## src/assert_macros.svh

```systemverilog
// Assertion helpers used by the top-level RTL file.
`ifndef ASSERT_MACROS_SVH
`define ASSERT_MACROS_SVH

// Check an implication on every clock edge outside reset.
`define ASSERT_IMPL(label, clk, rst_n, ante, cons, msg) \
  label: assert property (@(posedge clk) disable iff (!rst_n) (ante) |-> (cons)) \
    else $error(msg);

// Check that the consequence holds in the cycle after the antecedent, outside reset.
`define ASSERT_NEXT(label, clk, rst_n, ante, cons, msg) \
  label: assert property (@(posedge clk) disable iff (!rst_n) (ante) |=> (cons)) \
    else $error(msg);

`endif

```

## src/dktq_pkg.sv

```systemverilog
// ----------------------------------------------------------------------------
// dktq_pkg
// Types, codes and constants shared by the dual-key top-k queue.
// ----------------------------------------------------------------------------
package dktq_pkg;

  localparam int DefCapacity = 64;
  localparam int IdW         = 16;
  localparam int KeyW        = 32;
  localparam int KindW       = 3;
  localparam int FillW       = 7;

  localparam logic [KindW-1:0] KIND_PUSH     = 3'd0;
  localparam logic [KindW-1:0] KIND_PUSH_BET = 3'd1;
  localparam logic [KindW-1:0] KIND_POP_G    = 3'd2;
  localparam logic [KindW-1:0] KIND_POP_L    = 3'd3;
  localparam logic [KindW-1:0] KIND_CLEAR    = 3'd4;

  typedef enum logic [2:0] {
    ST_IDLE,
    ST_EXEC,
    ST_FIX,
    ST_OUT
  } dktq_state_t;

  // controller to datapath
  typedef struct packed {
    logic load;     // capture request
    logic exec;     // evict/insert/pop first half
    logic fix;      // link update or partner delete
  } dktq_cmd_t;

endpackage

```

## src/dktq_ctrl.sv

```systemverilog
// ----------------------------------------------------------------------------
// dktq_ctrl
// Sequencer: accept a request, run the store update in two steps, present
// the result until taken.
// ----------------------------------------------------------------------------
module dktq_ctrl
  import dktq_pkg::*;
(
  input  logic        clk,
  input  logic        rst_n,
  input  logic        in_valid,
  output logic        in_ready,
  output logic        out_valid,
  input  logic        out_ready,
  output dktq_cmd_t   cmd
);

  dktq_state_t state_r, state_nxt;

  always_ff @(posedge clk) begin
    if (!rst_n) state_r <= ST_IDLE;
    else        state_r <= state_nxt;
  end

  always_comb begin
    state_nxt = state_r;
    cmd       = '0;
    in_ready  = 1'b0;
    out_valid = 1'b0;
    unique case (state_r)
      ST_IDLE: begin
        in_ready = 1'b1;
        if (in_valid) begin
          cmd.load  = 1'b1;
          state_nxt = ST_EXEC;
        end
      end
      ST_EXEC: begin
        cmd.exec  = 1'b1;
        state_nxt = ST_FIX;
      end
      ST_FIX: begin
        cmd.fix   = 1'b1;
        state_nxt = ST_OUT;
      end
      ST_OUT: begin
        out_valid = 1'b1;
        if (out_ready) state_nxt = ST_IDLE;
      end
      default: state_nxt = ST_IDLE;
    endcase
  end

endmodule

```

## config.mk

```make
export PLATFORM = sky130hd
export DESIGN_NAME = dktq_ctrl
export DESIGN_NICKNAME = d
export VERILOG_FILES = /design/src/assert_macros.svh /design/src/dktq_pkg.sv /design/src/dktq_ctrl.sv
export SDC_FILE = /design/constraint.sdc
export NUM_CORES = 1
export LEC_CHECK = 0
export BUFFER_PORTS_ARGS = -buffer_cell sky130_fd_sc_hd__buf_2
export CAP_MARGIN = 20
export CORE_AREA = 3 3 40 42
export DETAILED_ROUTE_END_ITERATION = 12
export DIE_AREA = 0 0 43 45
export SYNTH_ARGS = -nofsm -noshare
export SYNTH_HDL_FRONTEND = slang
export SYNTH_SLANG_ARGS = --single-unit
```

## constraint.sdc

```tcl
create_clock -name clk -period 2.1 [get_ports clk]
set_input_delay 0.315 -clock clk [delete_from_list [all_inputs] [get_ports clk]]
set_output_delay 0.315 -clock clk [all_outputs]
set_load 0.02 [all_outputs]
```

==> results of run 1 <==
==> layout by cell type (no fill, tap or decap) <==
master	n
ha_1	6
mux2i_1	2
buf_2	8
clkbuf_4	3
inv_1	5
nand2_1	3
dfxtp_1	2
and2_2	1
o211ai_1	1
a22oi_4	1
==> report_power, final <==
part | leakage, nW | total [mW] | internal, mW | switching (mW)
Sequential | 0.0166 | 0.0816 | 0.0563 | 0.0252
Combinational | 0.132 | 0.228 | 0.0934 | 0.134
Clock | 0.0138 | 0.0820 | 0.0628 | 0.0192
Total | 0.162 | 0.392 | 0.213 | 0.179
==> kinds of logic (layout without fill, tap and decap cells) <==
logic type	Yosys count	in the layout	share of synthesized area
and+or+nand+nor	4	4	0.09318
DFF	2	2	0.1988
buffers and inverters	5	16	0.09318
adders and majority gates	6	6	0.3727
AOI/OAI and AO/OA	2	2	0.1429
muxes	2	2	0.09938
==> worst paths after layout <==
check | start | endpoint | slack (ns) | cells past startpoint
worst max-delay path | state_r[0] | cmd[2] | 0.53 | 4
worst min-delay path | rst_n | state_r[1] | 0.38 | 3
worst max register to register | state_r[0] | state_r[0] | 0.93 | 4
worst min register to register | state_r[0] | state_r[0] | 0.52 | 2
==> Yosys cell counts <==
master    number  area [µm²]
a22oi_4        1       21.27
and2_2         1       7.510
dfxtp_1        2       40.04
ha_1           6       75.07
inv_1          5       18.77
mux2i_1        2       20.02
nand2_1        3       11.26
o211ai_1       1       7.510
==> final cells by class <==
class	instances	share of cell area
Clock buffer	3	0.07965
Inverter	5	0.06637
Timing Repair Buffer	8	0.1416
Tap cell	15	0.06637
Sequential cell	2	0.1416
Multi-Input combinational cell	14	0.5044
==> through the flow <==
stage	utilization	hold WS, ns	cells	area, µm²
2_1_floorplan	-	0.4621	21	201.4
3_3_place_gp	0.2025	0.5058	44	260.3
3_5_place_dp	0.2025	0.5173	44	260.3
4_1_cts	0.2201	0.3677	47	282.8
5_1_grt	0.2201	0.3999	47	282.8
6_report	0.2201	0.3754	47	282.8
==> per-layer routing <==
layer  vias up  part of all wire  wire length (µm)
met5         -                 0                 0
met4         0                 0                 0
met3         0             0.043                16
met2         3              0.53               195
met1        70              0.42               156
li1         88                 -                 -
==> worst min-delay path: cells and delay by family <==
| family | cells | cell delay (ns) |
|---|---|---|
| buf+inv | 1 | 0.12 |
| mux | 1 | 0.05 |
| simple gates | 1 | 0.06 |
==> results.sh, run 1 <==
export IMPL_status="finished, final reports clean"
export IMPL_synthesis_nets=31
export IMPL_core_um2=1285
export IMPL_layout_drive_gt1_share=0.4063
export IMPL_use_met1=0.03828
export IMPL_nets=44
export IMPL_cts_resized=0
export IMPL_die_area_um2=1935
export IMPL_netlist_area_um2=201.4
export IMPL_tightest_slew_ns=0.1888
export IMPL_grt_pass1_wl_um=621
export IMPL_first_pass_iters=1
export IMPL_wl_um=368
export IMPL_clk_pin_slew_ns=0.03
export IMPL_io_pins=9
export IMPL_synth_cell_types=8
export IMPL_first_iter_violations=0
export IMPL_hold_viol=0
export IMPL_clock_skew_ns=0.003919
export IMPL_top_register="state_r"
export IMPL_cts_buffers=3
export IMPL_floorplan_initialDensity=0.1568
export IMPL_n_antenna_cell=0
export IMPL_postCtsHoldBufs=0
export IMPL_largest_register_ffs=2
export IMPL_cts_tree="yes"
export IMPL_required_ns=1.78
export IMPL_std_cell_rows=13
export IMPL_seqCellArea_um2=40.04
export IMPL_portBuffers=8
export IMPL_min_path_type="in -> reg"
export IMPL_cp_max_fo=5
export IMPL_irDropWorstVdd_uv=340.4
export IMPL_post_cts_buffers=0
export IMPL_ys_ff_latch=2
export IMPL_dp_hpwl_um=312.4
export IMPL_slew_headroom=0.8740
export IMPL_crit_buf_inv=2
export IMPL_die_x_um=43
export IMPL_rsz0062_at_grt="false"
export IMPL_met3_usage=0.01594
export IMPL_multiInputGateArea_um2=142.6
export IMPL_critical_path_top_delay_family="flip-flops"
export IMPL_finalCritPeriodShare=0.7463
export IMPL_ys_seq_area_frac=0.1988
export IMPL_gr_usage_all_layers=0.04485
export IMPL_fin_crit_ns=1.567
export IMPL_start_kind="flip-flop"
export IMPL_slowest_stage="dfxtp_1"
export IMPL_clock_sinks=2
export IMPL_worstPathArrival_ns=1.25
export IMPL_via_count=161
export IMPL_p_per_area_nw_per_um2=1385
export IMPL_antenna_found_initial=0
export IMPL_final_max_slew_viol_count=0
export IMPL_cp_slowest_stage_delay_ns=0.40
export IMPL_max_freq_mhz=638.0
export IMPL_syn_to_final_growth_pct=40.37
export IMPL_syn_inst=21
export IMPL_crit_type="reg -> out"
export IMPL_top_usage_layer="met2"
export IMPL_die_y_um=45
export IMPL_final_setup_viol_count=0
export IMPL_drc=0
export IMPL_clockBufferDepth=2
export IMPL_grt_pass1_vias=178
export IMPL_wl_per_cell_um=7.830
export IMPL_avgSynthCellArea_um2=9.593
export IMPL_tns_ns=0
export IMPL_grt_overflow=0
export IMPL_ant_nets=0
export IMPL_fill_cells=151
export IMPL_gp_congestion=0.6398
export IMPL_vias_per_cell=3.426
export IMPL_pre_cts_slack_ns=0.7584
export IMPL_htree_levels=1
export IMPL_reg_top3="state_r: 2 flops"
export IMPL_clk_latency_ns=0.22
export IMPL_timing_final_ws_setup_ns=0.5327
export IMPL_power_leakage_nw=0.1623
export IMPL_maxCapViolations=0
export IMPL_endpoint_kind="primary output"
export IMPL_total_power_mw=0.3915
export IMPL_yosysWarnings=0
export IMPL_crit_chain="inv_1, ha_1, and2_2, buf_2"
export IMPL_grt_max_degree=6
export IMPL_global_route_usage_met2=0.07485
export IMPL_cts_root_buf="clkbuf_4"
Power figures use the tool's default switching activity.
==> inputs of run 2 (changes only) <==
==> constraint.sdc (replaced) <==
create_clock -name clk -period 1.5 [get_ports clk]
set_input_delay 0.225 -clock clk [delete_from_list [all_inputs] [get_ports clk]]
set_output_delay 0.225 -clock clk [all_outputs]
set_load 0.02 [all_outputs]
==> run 2 against run 1 <==
Against the previous run: worst hold slack got worse by 0.097 ns; non-clock buffer count unchanged; clock power increased by 41%; design area increased by 0.89%; sequential cell count unchanged; critical path depth unchanged; wire length decreased by 2.4%; critical endpoint unchanged; highest routed layer unchanged; sequential power increased by 46%.
==> results.sh, run 2 (synthesis gave the netlist of run 1 again) <==
export IMPL_clockPowerShare=0.210
export IMPL_cts_root_buf="clkbuf_4"
export IMPL_htree_levels=1
export IMPL_tightest_slew_ns=0.1627
export IMPL_cp_slowest_stage_delay_ns=0.36
export IMPL_dpl_cell_area_um2=260.3
export IMPL_final_setup_viol_count=0
export IMPL_std_cell_rows=13
export IMPL_die_x_um=43
export IMPL_endpoint_kind="primary output"
export IMPL_gp_congestion=0.6316
export IMPL_dp_hpwl_um=312.8
export IMPL_irDropWorstVdd_uv=326.1
export IMPL_post_cts_buffers=0
export IMPL_required_ns=1.27
export IMPL_floorplan_initialDensity=0.1568
export IMPL_hold_viol=0
export IMPL_ant_nets=0
export IMPL_final_max_slew_viol_count=0
export IMPL_min_path_type="in -> reg"
export IMPL_top_register="state_r"
export IMPL_via_count=163
export IMPL_cp_startpoint="state_r[0]"
export IMPL_grt_overflow=0
export IMPL_clock_sinks=2
export IMPL_n_antenna_cell=0
export IMPL_hp_start="rst_n"
export IMPL_syn_to_final_growth_pct=41.62
export IMPL_grt_pass1_vias=176
export IMPL_start_kind="flip-flop"
export IMPL_crit_chain="inv_1, ha_1, and2_2, buf_2"
export IMPL_max_freq_mhz=707.6
export IMPL_die_area_um2=1935
export IMPL_power_leakage_nw=0.1629
export IMPL_seqPwrFrac=0.215
export IMPL_antenna_found_initial=0
export IMPL_largest_register_ffs=2
export IMPL_first_iter_violations=0
export IMPL_gr_usage_all_layers=0.05399
export IMPL_layout_drive_gt1_share=0.4688
export IMPL_status="finished, final reports clean"
export IMPL_portBuffers=8
export IMPL_p_sw_frac=0.4521
export IMPL_slowest_stage="dfxtp_2"
export IMPL_reg_top3="state_r: 2 flops"
export IMPL_fin_area_um2=285.3
export IMPL_crit_type="reg -> out"
export IMPL_timing_rr_start="state_r[0]"
export IMPL_rsz0062_at_grt="false"
export IMPL_power_switching_mw=0.2496
export IMPL_final_common_cell="buf_2"
export IMPL_wl_um=359
export IMPL_vias_per_cell=3.468
export IMPL_grt_max_degree=6
export IMPL_io_pins=9
export IMPL_cts_tree="yes"
export IMPL_cts_buffers=3
export IMPL_total_power_mw=0.5521
export IMPL_final_cell_mix="buf_2, ha_1, inv_1"
export IMPL_maxCapViolations=0
export IMPL_p_int_mw=0.3025
export IMPL_die_y_um=45
export IMPL_slew_headroom=0.8915
export IMPL_clk_pin_slew_ns=0.03
export IMPL_cp_max_fo=5
export IMPL_clockBufferDepth=2
export IMPL_drc=0
export IMPL_fin_crit_ns=1.413
export IMPL_wl_per_cell_um=7.638
export IMPL_finish_utilization=0.2220
export IMPL_tns_ns=0
export IMPL_p_per_area_nw_per_um2=1935
export IMPL_nets=44
export IMPL_worstPathArrival_ns=1.19
export IMPL_grt_pass1_wl_um=676
export IMPL_core_um2=1285
export IMPL_clk_latency_ns=0.22
export IMPL_clock_skew_ns=0.0003601
export IMPL_power_frac_comb=0.575
export IMPL_finalCritPeriodShare=0.9422
export IMPL_first_pass_iters=1
-- run 2: cell counts in the layout (fill, tap and decap cells not counted) --
Identical to the previous run, type by type.
-- run 2: timing repair --
item / CTS / global route
hold endpoints to repair: 0 / 0
hold buffers: 0 / 0
cloned: 0 / 0
resized for setup: 1 / 1
setup endpoints to repair: 1 / 1
-- run 2: critical path, delay by kind of cell, from the launching register on --
kind	cells	cell delay (ns)
fa+ha+maj	1	0.21
simple gates	1	0.16
buf+inv	2	0.24
flops	1	0.36
-- run 2: worst paths after layout --
| path | to | slack, ns | cells past startpoint |
|---|---|---|---|
| worst min register to register | state_r[1] | 0.48 | 2 |
| worst max register to register | state_r[0] | 0.39 | 4 |
| worst min-delay path | state_r[1] | 0.28 | 3 |
| worst max-delay path | cmd[2] | 0.09 | 4 |
-- run 2: metrics by stage --
stage / hold WS (ns) / setup slack (ns) / std cells
final: 0.2784 / 0.08670 / 47
after global routing: 0.2833 / 0.02150 / 47
after CTS: 0.2720 / 0.02302 / 47
after detailed placement: 0.5152 / 0.2329 / 44
after global placement: 0.5160 / 0.2538 / 44
after floorplan: 0.3721 / 0.3188 / 21
-- run 2: power by group through the flow --
stage          Clock [mW]  Combinational (mW)  Sequential (mW)
2_1_floorplan           0               0.257            0.104
3_3_place_gp            0               0.325            0.115
3_5_place_dp            0               0.325            0.116
4_1_cts             0.124               0.326            0.117
5_1_grt             0.144               0.357            0.123
6_report            0.116               0.317            0.119
-- run 2: layout make-up --
type	instances	area, µm²
timing repair buffer	8	40.04
clock buffer	3	22.52
tap	15	18.77
multi-input combinational	14	142.6
sequential	2	42.54
fill	156	999.7
inverter	5	18.77
-- run 2: routing by layer --
metal / global-route usage / part of all wire / wire length [µm] / up-vias
met2: 0.07784 / 0.57 / 205 / 3
met1: 0.04306 / 0.39 / 139 / 72
li1: - / - / - / 88
met5: 0 / 0 / 0 / -
met3: 0.03586 / 0.039 / 14 / 0
met4: 0.07229 / 0 / 0 / 0
